## config.mk

```make
export PLATFORM = sky130hd
export DESIGN_NAME = multi_slot_software_timer_flat
export DESIGN_NICKNAME = d
export VERILOG_FILES = /design/src/rtl/core/mst_pkg.sv /design/src/rtl/core/mst_cmd_if.sv /design/src/rtl/core/mst_res_if.sv /design/src/rtl/core/multi_slot_software_timer.sv /design/src/rtl/core/mst_ram.sv /design/src/rtl/core/mst_dec_unit.sv /design/src/flat_wrapper.sv
export SDC_FILE = /design/constraint.sdc
export NUM_CORES = 1
export LEC_CHECK = 0
export BUFFER_PORTS_ARGS = -buffer_cell sky130_fd_sc_hd__buf_2
export CORE_ASPECT_RATIO = 1.1
export CORE_MARGIN = 4
export CORE_UTILIZATION = 25
export DETAILED_ROUTE_END_ITERATION = 8
export HOLD_SLACK_MARGIN = 0.05
export SKIP_LAST_GASP = 1
export SYNTH_ARGS = -nofsm -noshare
export SYNTH_HDL_FRONTEND = slang
export SYNTH_SLANG_ARGS = --single-unit
```

## constraint.sdc

```tcl
create_clock -name i_clk -period 11.35 [get_ports i_clk]
set_input_delay 1.135 -clock i_clk [delete_from_list [all_inputs] [get_ports i_clk]]
set_output_delay 1.135 -clock i_clk [all_outputs]
set_load 0.1 [all_outputs]
```

## src/rtl/core/mst_pkg.sv

```systemverilog
// Package of the multi-slot software timer.
// Holds command and result codes, sequencer states and the slot update struct.
// No dependencies.
`default_nettype none

package mst_pkg;

    // Command codes of a request
    localparam logic [1:0] CMD_TICK   = 2'd0;
    localparam logic [1:0] CMD_ARM    = 2'd1;
    localparam logic [1:0] CMD_CANCEL = 2'd2;

    // Result kinds
    localparam logic KIND_ACK     = 1'b0;
    localparam logic KIND_EXPIRED = 1'b1;

    localparam int CNT_W  = 32;
    localparam int SLOT_W = 4;

    typedef enum logic {
        ST_IDLE,
        ST_WALK
    } t_state;

    // Outcome of one slot visit during a tick walk
    typedef struct packed {
        logic              we;
        logic              fire;
        logic              clr_active;
        logic [CNT_W-1:0]  remaining;
    } t_upd;

endpackage

`default_nettype wire

```

## src/rtl/core/mst_cmd_if.sv

```systemverilog
// Request channel of the multi-slot software timer.
// Depends on mst_pkg for field widths.
`default_nettype none

interface mst_cmd_if
    import mst_pkg::*;
();
    logic              valid;
    logic              ready;
    logic [1:0]        command;
    logic [SLOT_W-1:0] slot;
    logic [CNT_W-1:0]  interval_ms;
    logic              periodic;
    logic              has_handler;

    modport source (output valid, command, slot, interval_ms, periodic, has_handler,
                    input ready);
    modport sink   (input valid, command, slot, interval_ms, periodic, has_handler,
                    output ready);
endinterface

`default_nettype wire

```

## src/rtl/core/mst_res_if.sv

```systemverilog
// Result channel of the multi-slot software timer.
// Depends on mst_pkg for field widths.
`default_nettype none

interface mst_res_if
    import mst_pkg::*;
();
    logic              valid;
    logic              ready;
    logic              kind;
    logic [SLOT_W-1:0] fired_slot;
    logic              accepted;
    logic              last;

    modport source (output valid, kind, fired_slot, accepted, last, input ready);
    modport sink   (input valid, kind, fired_slot, accepted, last, output ready);
endinterface

`default_nettype wire

```

## src/rtl/core/multi_slot_software_timer.sv

```systemverilog
// Multi-slot software timer: a bank of countdown slots, one-shot or periodic.
// Request channel i_cmd carries tick, arm and cancel; result channel o_res
// carries expiry events and one acknowledge per request (last set on it).
// Arm and cancel update the slot in the accept cycle and place the
// acknowledge in the output register, visible in the next cycle.
// A tick walks all SLOT_COUNT slots through one decrement/compare unit,
// one slot per cycle while the output register is free, reading counts
// from a RAM one slot ahead; expiries leave in ascending slot order, then
// the closing acknowledge of the tick.
// i_cmd.ready is high only while idle with a free output register, so one
// request is handled at a time.
// When the receiver stalls, the walk holds in place until the output
// register frees; no result is lost or repeated.
// Reset clears all slot active and periodic flags and the output valid flag;
// interval and count storage is written by arm before any use.
// Depends on mst_pkg, mst_cmd_if, mst_res_if, mst_ram and mst_dec_unit.
`default_nettype none

module multi_slot_software_timer
    import mst_pkg::*;
#(
    parameter int SLOT_COUNT = 16
) (
    input  wire logic i_clk,
    input  wire logic i_rst_n,
    mst_cmd_if.sink   i_cmd,
    mst_res_if.source o_res
);
    localparam int IDX_W = (SLOT_COUNT > 1) ? $clog2(SLOT_COUNT) : 1;
    localparam int CMP_W = ((IDX_W + 1) > SLOT_W) ? (IDX_W + 1) : (SLOT_W + 1);

    t_state r_state, n_state;

    logic [SLOT_COUNT-1:0] r_active, n_active;
    logic [SLOT_COUNT-1:0] r_periodic, n_periodic;

    logic [IDX_W:0]   r_rd_cnt, n_rd_cnt;
    logic [IDX_W-1:0] r_proc_idx, n_proc_idx;
    logic             r_proc_valid, n_proc_valid;

    logic              r_out_valid, n_out_valid;
    logic              r_out_kind, n_out_kind;
    logic [SLOT_W-1:0] r_out_slot, n_out_slot;
    logic              r_out_acc, n_out_acc;
    logic              r_out_last, n_out_last;

    logic                 out_free;
    logic                 accept;
    logic                 rd_more;
    logic                 walk_done;
    logic                 slot_ok;
    logic                 arm_ok;
    logic                 ram_we;
    logic [IDX_W-1:0]     ram_waddr;
    logic [2*CNT_W-1:0]   ram_wdata;
    logic                 ram_re;
    logic [2*CNT_W-1:0]   ram_rdata;
    t_upd                 upd;

    assign out_free    = !r_out_valid || o_res.ready;
    assign i_cmd.ready = (r_state == ST_IDLE) && out_free;
    assign accept      = i_cmd.valid && i_cmd.ready;
    assign rd_more     = (r_rd_cnt < (IDX_W+1)'(SLOT_COUNT));
    assign walk_done   = !rd_more && !r_proc_valid;
    assign slot_ok     = (CMP_W'(i_cmd.slot) < CMP_W'(SLOT_COUNT));
    assign arm_ok      = (i_cmd.interval_ms != '0) && i_cmd.has_handler && slot_ok;

    // Interval in the upper half, remaining count in the lower half
    mst_ram #(
        .WIDTH (2*CNT_W),
        .DEPTH (SLOT_COUNT),
        .AW    (IDX_W)
    ) u_ram (
        .i_clk   (i_clk),
        .i_we    (ram_we),
        .i_waddr (ram_waddr),
        .i_wdata (ram_wdata),
        .i_re    (ram_re),
        .i_raddr (r_rd_cnt[IDX_W-1:0]),
        .o_rdata (ram_rdata)
    );

    mst_dec_unit u_dec (
        .i_active    (r_active[r_proc_idx]),
        .i_periodic  (r_periodic[r_proc_idx]),
        .i_interval  (ram_rdata[2*CNT_W-1:CNT_W]),
        .i_remaining (ram_rdata[CNT_W-1:0]),
        .o_upd       (upd)
    );

    // Next state
    always_comb begin
        n_state = r_state;
        case (r_state)
            ST_IDLE: begin
                if (accept && (i_cmd.command == CMD_TICK)) begin
                    n_state = ST_WALK;
                end
            end
            ST_WALK: begin
                if (out_free && walk_done) begin
                    n_state = ST_IDLE;
                end
            end
            default: n_state = ST_IDLE;
        endcase
    end

    // Datapath control and results
    always_comb begin
        n_active     = r_active;
        n_periodic   = r_periodic;
        n_rd_cnt     = r_rd_cnt;
        n_proc_idx   = r_proc_idx;
        n_proc_valid = r_proc_valid;
        n_out_valid  = r_out_valid && !o_res.ready;
        n_out_kind   = r_out_kind;
        n_out_slot   = r_out_slot;
        n_out_acc    = r_out_acc;
        n_out_last   = r_out_last;
        ram_we       = 1'b0;
        ram_waddr    = r_proc_idx;
        ram_wdata    = {ram_rdata[2*CNT_W-1:CNT_W], upd.remaining};
        ram_re       = 1'b0;
        case (r_state)
            ST_IDLE: begin
                if (accept) begin
                    n_out_valid = 1'b1;
                    n_out_kind  = KIND_ACK;
                    n_out_slot  = i_cmd.slot;
                    n_out_acc   = 1'b1;
                    n_out_last  = 1'b1;
                    n_rd_cnt    = '0;
                    n_proc_valid = 1'b0;
                    case (i_cmd.command)
                        CMD_TICK: begin
                            // Walk starts; acknowledge comes at its end
                            n_out_valid = r_out_valid && !o_res.ready;
                        end
                        CMD_ARM: begin
                            n_out_acc = arm_ok;
                            if (arm_ok) begin
                                ram_we    = 1'b1;
                                ram_waddr = IDX_W'(i_cmd.slot);
                                ram_wdata = {i_cmd.interval_ms, i_cmd.interval_ms};
                                n_active[IDX_W'(i_cmd.slot)]   = 1'b1;
                                n_periodic[IDX_W'(i_cmd.slot)] = i_cmd.periodic;
                            end
                        end
                        CMD_CANCEL: begin
                            if (slot_ok) begin
                                n_active[IDX_W'(i_cmd.slot)] = 1'b0;
                            end
                        end
                        default: ;
                    endcase
                end
            end
            ST_WALK: begin
                if (out_free) begin
                    // Read next slot while the previous one is evaluated
                    ram_re       = rd_more;
                    n_proc_valid = rd_more;
                    n_proc_idx   = r_rd_cnt[IDX_W-1:0];
                    if (rd_more) begin
                        n_rd_cnt = r_rd_cnt + (IDX_W+1)'(1);
                    end
                    if (r_proc_valid) begin
                        ram_we = upd.we;
                        if (upd.clr_active) begin
                            n_active[r_proc_idx] = 1'b0;
                        end
                        if (upd.fire) begin
                            n_out_valid = 1'b1;
                            n_out_kind  = KIND_EXPIRED;
                            n_out_slot  = SLOT_W'(r_proc_idx);
                            n_out_acc   = 1'b1;
                            n_out_last  = 1'b0;
                        end
                    end else if (walk_done) begin
                        // Close the tick with its acknowledge
                        n_out_valid = 1'b1;
                        n_out_kind  = KIND_ACK;
                        n_out_slot  = '0;
                        n_out_acc   = 1'b1;
                        n_out_last  = 1'b1;
                    end
                end
            end
            default: ;
        endcase
    end

    // Control registers
    always_ff @(posedge i_clk) begin
        if (!i_rst_n) begin
            r_state      <= ST_IDLE;
            r_active     <= '0;
            r_periodic   <= '0;
            r_rd_cnt     <= '0;
            r_proc_valid <= 1'b0;
            r_out_valid  <= 1'b0;
        end else begin
            r_state      <= n_state;
            r_active     <= n_active;
            r_periodic   <= n_periodic;
            r_rd_cnt     <= n_rd_cnt;
            r_proc_valid <= n_proc_valid;
            r_out_valid  <= n_out_valid;
        end
    end

    // Payload registers
    always_ff @(posedge i_clk) begin
        r_proc_idx <= n_proc_idx;
        r_out_kind <= n_out_kind;
        r_out_slot <= n_out_slot;
        r_out_acc  <= n_out_acc;
        r_out_last <= n_out_last;
    end

    assign o_res.valid      = r_out_valid;
    assign o_res.kind       = r_out_kind;
    assign o_res.fired_slot = r_out_slot;
    assign o_res.accepted   = r_out_acc;
    assign o_res.last       = r_out_last;
endmodule

`default_nettype wire

```

## src/rtl/core/mst_ram.sv

```systemverilog
// Generic single-port-write, single-port-read RAM with registered read data.
// No dependencies.
`default_nettype none

module mst_ram #(
    parameter int WIDTH = 64,
    parameter int DEPTH = 16,
    parameter int AW    = (DEPTH > 1) ? $clog2(DEPTH) : 1
) (
    input  wire logic             i_clk,
    input  wire logic             i_we,
    input  wire logic [AW-1:0]    i_waddr,
    input  wire logic [WIDTH-1:0] i_wdata,
    input  wire logic             i_re,
    input  wire logic [AW-1:0]    i_raddr,
    output logic      [WIDTH-1:0] o_rdata
);
    logic [WIDTH-1:0] r_mem [DEPTH];

    // Write port
    always_ff @(posedge i_clk) begin
        if (i_we) begin
            r_mem[i_waddr] <= i_wdata;
        end
    end

    // Registered read port; data holds while not enabled
    always_ff @(posedge i_clk) begin
        if (i_re) begin
            o_rdata <= r_mem[i_raddr];
        end
    end
endmodule

`default_nettype wire

```

## src/rtl/core/mst_dec_unit.sv

```systemverilog
// Shared decrement and compare unit: evaluates one slot during a tick walk.
// Depends on mst_pkg for the t_upd struct.
`default_nettype none

module mst_dec_unit
    import mst_pkg::*;
(
    input  wire logic             i_active,
    input  wire logic             i_periodic,
    input  wire logic [CNT_W-1:0] i_interval,
    input  wire logic [CNT_W-1:0] i_remaining,
    output t_upd                  o_upd
);
    logic             live;
    logic             hit;
    logic [CNT_W-1:0] dec;

    // Count down live slots; reload or drop on reaching zero
    always_comb begin
        live                 = i_active && (i_remaining != '0);
        dec                  = i_remaining - CNT_W'(1);
        hit                  = live && (dec == '0);
        o_upd.we             = live;
        o_upd.fire           = hit;
        o_upd.clr_active     = hit && !i_periodic;
        o_upd.remaining      = (hit && i_periodic) ? i_interval : dec;
    end
endmodule

`default_nettype wire
```

## src/flat_wrapper.sv

```systemverilog
// flat-port wrapper written by rule: the top's interface ports become plain ports
module multi_slot_software_timer_flat import mst_pkg::*;
#(
    parameter int SLOT_COUNT = 16
)
  (i_clk, i_rst_n, i_cmd_valid, i_cmd_command, i_cmd_slot, i_cmd_interval_ms, i_cmd_periodic, i_cmd_has_handler, i_cmd_ready, o_res_valid, o_res_kind, o_res_fired_slot, o_res_accepted, o_res_last, o_res_ready);
  mst_cmd_if i_cmd_i ();
  mst_res_if o_res_i ();
  input  wire logic i_clk;
  input  wire logic i_rst_n;
  input wire logic [$bits(i_cmd_i.valid)-1:0] i_cmd_valid;
  input wire logic [$bits(i_cmd_i.command)-1:0] i_cmd_command;
  input wire logic [$bits(i_cmd_i.slot)-1:0] i_cmd_slot;
  input wire logic [$bits(i_cmd_i.interval_ms)-1:0] i_cmd_interval_ms;
  input wire logic [$bits(i_cmd_i.periodic)-1:0] i_cmd_periodic;
  input wire logic [$bits(i_cmd_i.has_handler)-1:0] i_cmd_has_handler;
  output wire logic [$bits(i_cmd_i.ready)-1:0] i_cmd_ready;
  output wire logic [$bits(o_res_i.valid)-1:0] o_res_valid;
  output wire logic [$bits(o_res_i.kind)-1:0] o_res_kind;
  output wire logic [$bits(o_res_i.fired_slot)-1:0] o_res_fired_slot;
  output wire logic [$bits(o_res_i.accepted)-1:0] o_res_accepted;
  output wire logic [$bits(o_res_i.last)-1:0] o_res_last;
  input wire logic [$bits(o_res_i.ready)-1:0] o_res_ready;
  assign i_cmd_i.valid = i_cmd_valid;
  assign i_cmd_i.command = i_cmd_command;
  assign i_cmd_i.slot = i_cmd_slot;
  assign i_cmd_i.interval_ms = i_cmd_interval_ms;
  assign i_cmd_i.periodic = i_cmd_periodic;
  assign i_cmd_i.has_handler = i_cmd_has_handler;
  assign i_cmd_ready = i_cmd_i.ready;
  assign o_res_valid = o_res_i.valid;
  assign o_res_kind = o_res_i.kind;
  assign o_res_fired_slot = o_res_i.fired_slot;
  assign o_res_accepted = o_res_i.accepted;
  assign o_res_last = o_res_i.last;
  assign o_res_i.ready = o_res_ready;
  multi_slot_software_timer #(.SLOT_COUNT(SLOT_COUNT)) u_core (.i_clk(i_clk), .i_rst_n(i_rst_n), .i_cmd(i_cmd_i), .o_res(o_res_i));
endmodule
```

==> results.yml, run 1 <==
detailed_routing:
  num_vias: 22500
  detail_route.wl_per_cell_um: 23.4
  drt_wl_total_um: 112000
  viasPerCell: 4.71
  drt-pass1-iter-count: 6
  postRouteAntennaNets: 0
  detail_route.iter0.violations: 2590
  drt_drc_violations_left: 0
grt:
  track_usage_pct: 11.8
  grt_first_pass_wirelength_um: 164000
  grt_antenna_before_repair: 10
  global_route.overflow_total: 0
  grt_max_degree: 146
  grt_pass1_vias: 22900
yosys:
  ys_seq_area_share_pct: 74.7
  synth_area_leaders: "edfxtp_1 73%, mux4_2 16%, dfxtp_1 1.8%"
  synth_seq_cells: 1139
  syn-mean-instance-area_um2: 20.5
  synth-main-ff-cell: "edfxtp_1"
  yosys.cell_types.count: 57
  synth_top_area_cell: "edfxtp_1"
  yosysWarnings: 0
  synth_cell_area_um2: 45300
  yosysTopAreaCellShare_pct: 72.9
  synth_top_cells_by_count: "1099 x edfxtp_1, 329 x mux4_2, 155 x nand2_1"
  synth.net_count: 2259
  synthArstFlopShare_pct: 0
  yosysMostFrequentCell: "edfxtp_1"
  synth-edff-count: 1099
  syn_inst: 2209
placed_design:
  numPlacedInstances: 4580
  globalplace.congestion: 0.829
  place.detailed.hpwl_um: 66200
  port_buffers: 52
power:
  comb_power_share_pct: 3.1
  total_switching_power_uw: 1770
  p_leak_uw: 0.0155
  irDropWorstVdd_v: 0.000147
  power.density_cell_area_nw_per_um2: 165
  share_of_total_power_in_the_clock_network_pct: 43.1
  netSwitchingFraction_pct: 20.6
  p_int_uw: 6850
  p_seq_share_pct: 53.8
clocking:
  cts.sink_count: 1139
  cts_inserted_buffers: 107
  h-tree-depth: 3
  clk_transition_reported_paths_ns: 0.06
  post-cts-setup-buffers: 0
  cts-root-to-sink-buffers: 3
  cts_tree: "done"
  cts-root-buf: "clkbuf_16"
  postCtsHoldBufs: 0
  clk-insertion-delay-late_ns: 0.71
  postCtsResizedCells: 0
sta:
  tightestPinTransition_ns: 1.33
  headroom_to_the_max_slew_limit_pct: 10.9
  setup_viol_count_final: 0
  fin_crit_sh_pct: 45.3
  timing.final.hold_violations: 0
  achievable-frequency_mhz: 195
  min_period_ns: 5.14
  finClkSkew_ns: 0.0347
  slew_viol_final: 0
  setup_repair_after_global_routing_missed_its_margin: "no"
  finalSetupTns_ns: 0
final_layout:
  layout-area-overhead-vs-synth_pct: 15.7
  n_antenna_cell: 0
  final_cells: 4783
  finished_core_util_pct: 29.1
  finalNetCount: 2348
  fillCellCount: 17400
  drive_gt1_share_pct: 27.2
die:
  die_area_um2: 188000
  placeableCoreArea_um2: 180000
  placementRows: 163
  floorplan.initialDensity_pct: 25.2
  floorplan.die.width_um: 414
  ios: 53
  fp.dieH_um: 454
worst_setup_path:
  critical_path.endpoint_type: "flip-flop"
  critical_path_required_ns: 11.66
  worstPathMaxFanout: 33
  crit_slowest_cell: "a41oi_1"
  worst-setup-path-type: "reg -> reg"
  worstPathCellList: "inv_1 > ha_1 > nor3b_2 > nand4_1 > o31a_1 > a2111o_1 > nor4_4 > buf_4 > nand3_1 > a41oi_1"
  crit_path_start_kind: "flip-flop"
  timing.critical_path.slowest_cell_delay_ns: 1.04
  worstPathBufferInverterCount: 2
  critical-path-top-delay-family: "compound AO/OA/AOI/OAI gates"
  cp.arrival_ns: 5.45
hold_path:
  worstHoldPathType: "reg -> reg"
flow_run:
  cap_violations: 0
run_status:
  run_status: "completed"
worst paths after layout:
| kind | to | cells after the start | from | slack, ns |
|---|---|---|---|---|
| max reg2reg | u_core.u_ram.r_mem[13][16] | 10 | u_core.u_ram.o_rdata[0] | 6.21 |
| min reg2reg | u_core.r_periodic[15] | 2 | u_core.r_periodic[15] | 0.52 |
| min | u_core.r_periodic[15] | 2 | u_core.r_periodic[15] | 0.52 |
| max | u_core.u_ram.r_mem[13][16] | 10 | u_core.u_ram.o_rdata[0] | 6.21 |
per-layer routing:
layer	part of all wire, %	track usage (%)	vias to the layer above
met1	42	16.2	12200
met2	48	19.2	885
li1	-	-	9367
met3	7.4	2.21	139
met5	0.012	0	-
met4	2.2	3.17	2
worst reg2reg max path, cell delays in order (launching register included):
cell      delay, ns
edfxtp_1       0.51
inv_1          0.10
ha_1           0.18
nor3b_2        0.53
nand4_1        0.58
o31a_1         0.47
a2111o_1       0.48
nor4_4         0.23
buf_4          0.45
nand3_1        0.18
a41oi_1        1.04
cell families after synthesis:
| kind of cell | synth area share, % |
|---|---|
| flip-flops | 74.7 |
| AND/OR/NAND/NOR | 4.21 |
| multiplexers | 16.7 |
| AO/OA/AOI/OAI | 2.58 |
| buffers and inverters | 1.22 |
| XOR/XNOR | 0.406 |
| adder cells (fa/ha/maj) | 0.166 |
stage by stage:
stage                     instance area, um2  power, uW  hold WS, ns  setup WS (ns)
after floorplan                        45300       4890        0.406           4.17
after CTS                              52300       8700        0.525           6.19
final                                  52300       8620        0.524           6.21
after global placement                 48700       4990        0.493           5.67
after detailed placement               48700       5000        0.508           5.60
after global routing                   52300       8900        0.559           5.91
placed cells by master, fill, tap and decap left out, types with 29 or more instances in the layout:
| master | Yosys | final |
|---|---|---|
| buf_2 | 3 | 52 |
| mux4_2 | 329 | 329 |
| nor2_1 | 72 | 71 |
| clkinv_1 | 0 | 29 |
| nand2_1 | 155 | 155 |
| edfxtp_1 | 1099 | 1099 |
| clkbuf_16 | 0 | 108 |
| dfxtp_1 | 40 | 36 |
| buf_4 | 2 | 51 |
| nand3_1 | 47 | 47 |
state kept, by name (all words and copies together) (netlist names), named ones only:
name and cells:
u_core.o_res.last 1, u_core.o_res.valid 1, u_core.r_proc_idx 4, u_core.o_res.accepted 1, u_core.u_ram.o_rdata 64, u_core.o_res.fired_slot 4
u_core.r_periodic 16, u_core.r_proc_valid 1, u_core.r_state 1, u_core.o_res.kind 1, u_core.u_ram.r_mem 1024, u_core.r_rd_cnt 5
area by class of cell:
cell class | instances | area, um2 | area share [%]
Timing Repair Buffer | 106 | 703 | 1.34
Sequential cell | 1139 | 33800 | 64.6
Tap cell | 2392 | 2990 | 5.72
Clock inverter | 78 | 885 | 1.69
Clock buffer | 124 | 2760 | 5.28
Multi-Input combinational cell | 932 | 11100 | 21.3
Inverter | 12 | 45.0 | 0.0860
power groups by stage:
stage,combinational (uW),clock (uW),sequential (uW)
global route,284,3980,4640
CTS,267,3790,4640
global placement,262,0,4730
floorplan,157,0,4730
detailed placement,266,0,4730
finish,265,3710,4640
Note: power is estimated with default switching activity, not from simulation.
==> run 2, diff against run 1 <==
==> constraint.sdc (replaced) <==
create_clock -name i_clk -period 4.58 [get_ports i_clk]
set_input_delay 0.458 -clock i_clk [delete_from_list [all_inputs] [get_ports i_clk]]
set_output_delay 0.458 -clock i_clk [all_outputs]
set_load 0.1 [all_outputs]
==> run 2 against run 1 <==
Count of clock-buffer cells in the layout rose by 16. Via count grew 2.4%. Register-to-register slack got worse by 5.9 ns. Clock skew increased by 0.0019 ns. Fmax is 19% higher. Clock power increased by 140%. Critical path depth shrank 2. Design area rose by 2.2%. Critical endpoint is now u_core.u_ram.r_mem[11][16]. Largest cell class unchanged.
==> results.yml, run 2 (synthesis gave the netlist of run 1 again) <==
die:
  die_area_um2: 188000
  floorplan.initialDensity_pct: 25.2
  ios: 53
  floorplan.die.width_um: 414
  fp.dieH_um: 454
  placementRows: 163
  placeableCoreArea_um2: 180000
power:
  p_leak_uw: 0.0160
  power.density_cell_area_nw_per_um2: 396
  p_total_uw: 21200
  irDropWorstVdd_v: 0.000382
worst_setup_path:
  crit_path_start_kind: "flip-flop"
  worstPathBufferInverterCount: 1
  worst-setup-path-type: "reg -> reg"
  crit_slowest_cell: "a41oi_1"
  critical_path_required_ns: 4.91
  cp.depth: 8
  rr_startpoint: "u_core.u_ram.o_rdata[15]"
  critical_path.endpoint_type: "flip-flop"
  worstPathMaxFanout: 16
  worstSetupEndpoint: "u_core.u_ram.r_mem[11][16]"
  r2r.worst_path.cells: 8
  critPathLaunch: "u_core.u_ram.o_rdata[15]"
  timing.critical_path.slowest_cell_delay_ns: 0.97
  critical-path-top-delay-family: "simple AND/OR/NAND/NOR gates"
  r2r_setup_slack_ns: 0.28
  worstPathCellList: "or4_4 > or3b_1 > o41ai_1 > nand4_1 > nor4_4 > buf_4 > nand3_1 > a41oi_1"
  timing.rr.end: "u_core.u_ram.r_mem[11][16]"
  cp.arrival_ns: 4.63
final_layout:
  top_regs: "u_core.u_ram.r_mem: 1024 flops, u_core.u_ram.o_rdata: 64 flops, u_core.r_periodic: 16 flops"
  largest_reg_flops: 1024
  fin_area_um2: 53500
  final_common_cell: "edfxtp_1"
  fillCellCount: 17300
  largest_register: "u_core.u_ram.r_mem"
  finalNetCount: 2425
  drive_gt1_share_pct: 29.5
  finished_core_util_pct: 29.8
  layout-area-overhead-vs-synth_pct: 18.2
  final_cells: 4863
  mostFrequentLayoutCells: "1099 x edfxtp_1, 329 x mux4_2, 155 x nand2_1"
clocking:
  clk-insertion-delay-late_ns: 0.73
  post-cts-setup-buffers: 0
  cts.sink_count: 1139
  cts_inserted_buffers: 110
  clk_transition_reported_paths_ns: 0.06
  cts-root-to-sink-buffers: 3
  cts_tree: "done"
  cts-root-buf: "clkbuf_16"
  h-tree-depth: 3
grt:
  grt_first_pass_wirelength_um: 166000
  grt_pass1_vias: 23100
  grt_antenna_before_repair: 11
  grt_max_degree: 65
  global_route.overflow_total: 0
  track_usage_pct: 12.1
placed_design:
  worst_slack_at_placement_ns: 0.152
  numPlacedInstances: 4654
  place.detailed.hpwl_um: 66900
  globalplace.congestion: 0.827
  placed_area_um2: 49800
  port_buffers: 52
sta:
  tightestPinTransition_ns: 1.22
  slew_viol_final: 0
  timing.final.hold_violations: 0
  setup_repair_after_global_routing_missed_its_margin: "yes"
  setup_viol_count_final: 0
  finClkSkew_ns: 0.0366
  final.setup.worst_slack_ns: 0.276
  achievable-frequency_mhz: 232
  fin_crit_sh_pct: 94.0
  headroom_to_the_max_slew_limit_pct: 17.3
  min_period_ns: 4.30
detailed_routing:
  drt_wl_total_um: 116000
  postRouteAntennaNets: 0
  num_vias: 23100
  viasPerCell: 4.75
  detail_route.wl_per_cell_um: 23.9
  drt-pass1-iter-count: 5
  detail_route.iter0.violations: 2597
  drt_drc_violations_left: 0
hold_path:
  worstHoldPathType: "in -> reg"
flow_run:
  cap_violations: 0
run_status:
  run_status: "completed"
## run 2: changes by cell type in the layout (fill, tap and decap cells not counted), moves of 3 or more
| cell | previous run | this run |
|---|---|---|
| clkinv_8 | 0 | 3 |
| clkinv_1 | 29 | 26 |
| clkbuf_8 | 0 | 4 |
| buf_12 | 3 | 50 |
| buf_4 | 51 | 77 |
| clkbuf_1 | 16 | 24 |
| a31oi_1 | 20 | 16 |
| clkinvlp_4 | 5 | 0 |
| clkbuf_16 | 108 | 112 |
| bufinv_16 | 17 | 10 |
| a31oi_2 | 3 | 7 |
## run 2: how the worst min path moves through the flow
| stage | startpoint | slack, ns | cells after the start | end |
|---|---|---|---|---|
| final | o_res_ready | 0.21 | 4 | u_core.r_state |
| after global routing | i_cmd_periodic | 0.22 | 3 | u_core.r_periodic[3] |
| after CTS | o_res_ready | 0.15 | 4 | u_core.r_state |
| after detailed placement | u_core.r_periodic[5] | 0.51 | 2 | u_core.r_periodic[5] |
| after global placement | u_core.r_periodic[2] | 0.50 | 2 | u_core.r_periodic[2] |
| after floorplan | u_core.r_rd_cnt[2] | 0.41 | 0 | u_core.r_proc_idx[2] |
## run 2: power by group
| part | switching, uW | internal, uW |
|---|---|---|
| clock | 3900 | 5130 |
| sequential | 44.2 | 11400 |
| combinational | 447 | 230 |
| total | 4390 | 16800 |
## run 2: layer usage
| layer | track usage [%] | up-vias | part of all wire (%) |
|---|---|---|---|
| met2 | 19.5 | 910 | 48 |
| met3 | 2.22 | 146 | 6.8 |
| met4 | 3.09 | 4 | 1.9 |
| met1 | 16.8 | 12500 | 43 |
| met5 | 0 | - | 0.027 |
| li1 | - | 9548 | - |
## run 2: worst min-delay path, stage by stage
cell	delay, ns
buf_2	0.09
nor2b_1	0.07
o21ai_0	0.15
a21boi_0	0.09
## run 2: per-stage QoR
step / setup TNS, ns / hold WS (ns)
2_1_floorplan: 0 / 0.406
3_3_place_gp: 0 / 0.495
3_5_place_dp: 0 / 0.507
4_1_cts: 0 / 0.145
5_1_grt: -0.960 / 0.218
6_report: 0 / 0.207
## run 2: what timing repair did
item	4_1_cts	5_1_grt
endpoints found under the setup margin	0	146
gates resized for setup	0	9
endpoints found under the hold margin	1	0
hold buffers	1	0
## run 2: area by class of cell
type	count	area (um2)	share of cell area, %
inverter	12	45.0	0.0842
timing repair buffer	180	1850	3.46
antenna	1	2.50	0.00468
clock inverter	67	651	1.22
sequential	1139	33800	63.2
clock buffer	140	2950	5.51
tap	2392	2990	5.60
multi-input combinational	932	11200	20.9
==> run 3, diff against run 2 <==
--- a/config.mk
+++ b/config.mk
@@ -11,6 +11,7 @@
 export CORE_UTILIZATION = 25
 export DETAILED_ROUTE_END_ITERATION = 8
 export HOLD_SLACK_MARGIN = 0.05
+export RECOVER_POWER = 50
 export SKIP_LAST_GASP = 1
 export SYNTH_ARGS = -nofsm -noshare
 export SYNTH_HDL_FRONTEND = slang
==> constraint.sdc (replaced) <==
create_clock -name i_clk -period 4.58 [get_ports i_clk]
set_input_delay 0.687 -clock i_clk [delete_from_list [all_inputs] [get_ports i_clk]]
set_output_delay 0.687 -clock i_clk [all_outputs]
set_load 0.1 [all_outputs]
==> run 3 against run 2 <==
The run now ends with max-capacitance violations, max-slew violations left. First-iteration DRC count fell by 10%. Fmax down 1.4%. Wire length fell by 2.6%. Clock power down 2.4%. Via count decreased by 1.4%. Sequential power barely moved. Global-route usage decreased by 0.23 points. Core utilization shrank 0.33 points. Power shrank 1.1%. Design area decreased by 1.1%. Critical path type unchanged.
==> results.yml, run 3 (synthesis gave the netlist of run 1 again) <==
run_status:
  run_status: "finished with violations"
  violated_checks: "max-capacitance violations, max-slew violations"
sta:
  slew_viol_final: 181
  finClkSkew_ns: 0.0334
  setup_repair_after_global_routing_missed_its_margin: "no"
  headroom_to_the_max_slew_limit_pct: -89.8
  timing.final.hold_violations: 0
  final.setup.worst_slack_ns: 0.216
  fin_crit_sh_pct: 95.3
  setup_viol_count_final: 0
  finalSetupTns_ns: 0
  min_period_ns: 4.36
  tightestPinTransition_ns: 2.84
  finalHoldWorstSlack_ns: 0.319
  achievable-frequency_mhz: 229
final_layout:
  layout-area-overhead-vs-synth_pct: 16.9
  mostFrequentLayoutCells: "1099 x edfxtp_1, 329 x mux4_2, 155 x nand2_1"
  drive_gt1_share_pct: 28.2
  n_antenna_cell: 0
  largest_register: "u_core.u_ram.r_mem"
  finalNetCount: 2414
  final_common_cell: "edfxtp_1"
  largest_reg_flops: 1024
  top_regs: "u_core.u_ram.r_mem: 1024 flops, u_core.u_ram.o_rdata: 64 flops, u_core.r_periodic: 16 flops"
placed_design:
  worst_slack_at_placement_ns: 0.170
  globalplace.congestion: 0.824
  port_buffers: 52
  place.detailed.hpwl_um: 64300
grt:
  grt_max_degree: 69
  grt_antenna_before_repair: 9
  track_usage_pct: 11.8
  grt_first_pass_wirelength_um: 164000
  global_route.overflow_total: 0
  grt_pass1_vias: 22700
hold_path:
  worstHoldPathType: "in -> reg"
detailed_routing:
  detail_route.wl_per_cell_um: 23.3
  drt-pass1-iter-count: 5
  num_vias: 22800
  drt_wl_total_um: 113000
  detail_route.iter0.violations: 2326
  viasPerCell: 4.70
  drt_drc_violations_left: 0
  postRouteAntennaNets: 0
die:
  die_area_um2: 188000
  floorplan.initialDensity_pct: 25.2
  floorplan.die.width_um: 414
  placeableCoreArea_um2: 180000
  ios: 53
  fp.dieH_um: 454
  placementRows: 163
flow_run:
  cap_violations: 5
power:
  p_leak_uw: 0.0158
  p_total_uw: 21000
  irDropWorstVdd_v: 0.000319
  power.density_cell_area_nw_per_um2: 396
clocking:
  post-cts-setup-buffers: 0
  h-tree-depth: 3
  cts_inserted_buffers: 112
  cts-root-buf: "clkbuf_16"
  cts-root-to-sink-buffers: 3
  clk-insertion-delay-late_ns: 0.71
  cts.sink_count: 1139
  clk_transition_reported_paths_ns: 0.06
  cts_tree: "done"
  postCtsHoldBufs: 0
  postCtsResizedCells: 0
worst_setup_path:
  worstPathMaxFanout: 25
  critical_path_required_ns: 4.93
  critical_path.endpoint_type: "flip-flop"
  worst-setup-path-type: "reg -> reg"
  cp.arrival_ns: 4.71
  crit_path_start_kind: "flip-flop"
[run 3: where the power goes]
group	total, uW	switching (uW)	leakage, uW	internal [uW]
Clock	8810	3850	0.00170	4970
Combinational	658	430	0.00388	227
Sequential	11500	48.4	0.0102	11400
[run 3: per-layer routing]
layer	vias up	GRT usage, %	routed length, um	part of all wire (%)
met5	-	0	24	0.021
met1	12200	16.5	48600	43
met4	4	3.37	2350	2.1
met2	920	18.9	53700	48
li1	9512	-	-	-
met3	148	2.23	8310	7.4
[run 3: path summary, 6_finish.rpt]
| check | from | end | slack [ns] | cells past startpoint |
|---|---|---|---|---|
| worst max-delay path | u_core.u_ram.o_rdata[15] | u_core.u_ram.r_mem[15][20] | 0.22 | 8 |
| worst min-delay path | i_cmd_valid | u_core.r_state | 0.32 | 3 |
| worst min register to register | u_core.r_periodic[14] | u_core.r_periodic[14] | 0.52 | 2 |
| worst max register to register | u_core.u_ram.o_rdata[15] | u_core.u_ram.r_mem[15][20] | 0.22 | 8 |
[run 3: critical path, cell delays in order (launching register included)]
cell      delay, ns
edfxtp_1       0.48
or4_4          0.58
or3b_1         0.50
o41ai_1        0.47
nand4_1        0.31
nor4_4         0.45
buf_12         0.24
nand3_1        0.09
a41oi_1        0.88
[run 3: final cells by class]
class | instances | area, um2
Tap cell | 2392 | 2990
Multi-Input combinational cell | 932 | 11100
Timing Repair Buffer | 167 | 1480
Inverter | 12 | 45.0
Sequential cell | 1139 | 33800
Clock buffer | 136 | 2910
Clock inverter | 67 | 566
Fill cell | 17400 | 127000
[run 3: metrics by stage]
step	area, um2	instances	util [%]
2_1_floorplan	45500	2209	-
3_3_place_gp	49700	4642	27.7
3_5_place_dp	49700	4642	27.7
4_1_cts	53200	4845	29.6
5_1_grt	52900	4845	29.4
6_report	52900	4845	29.4
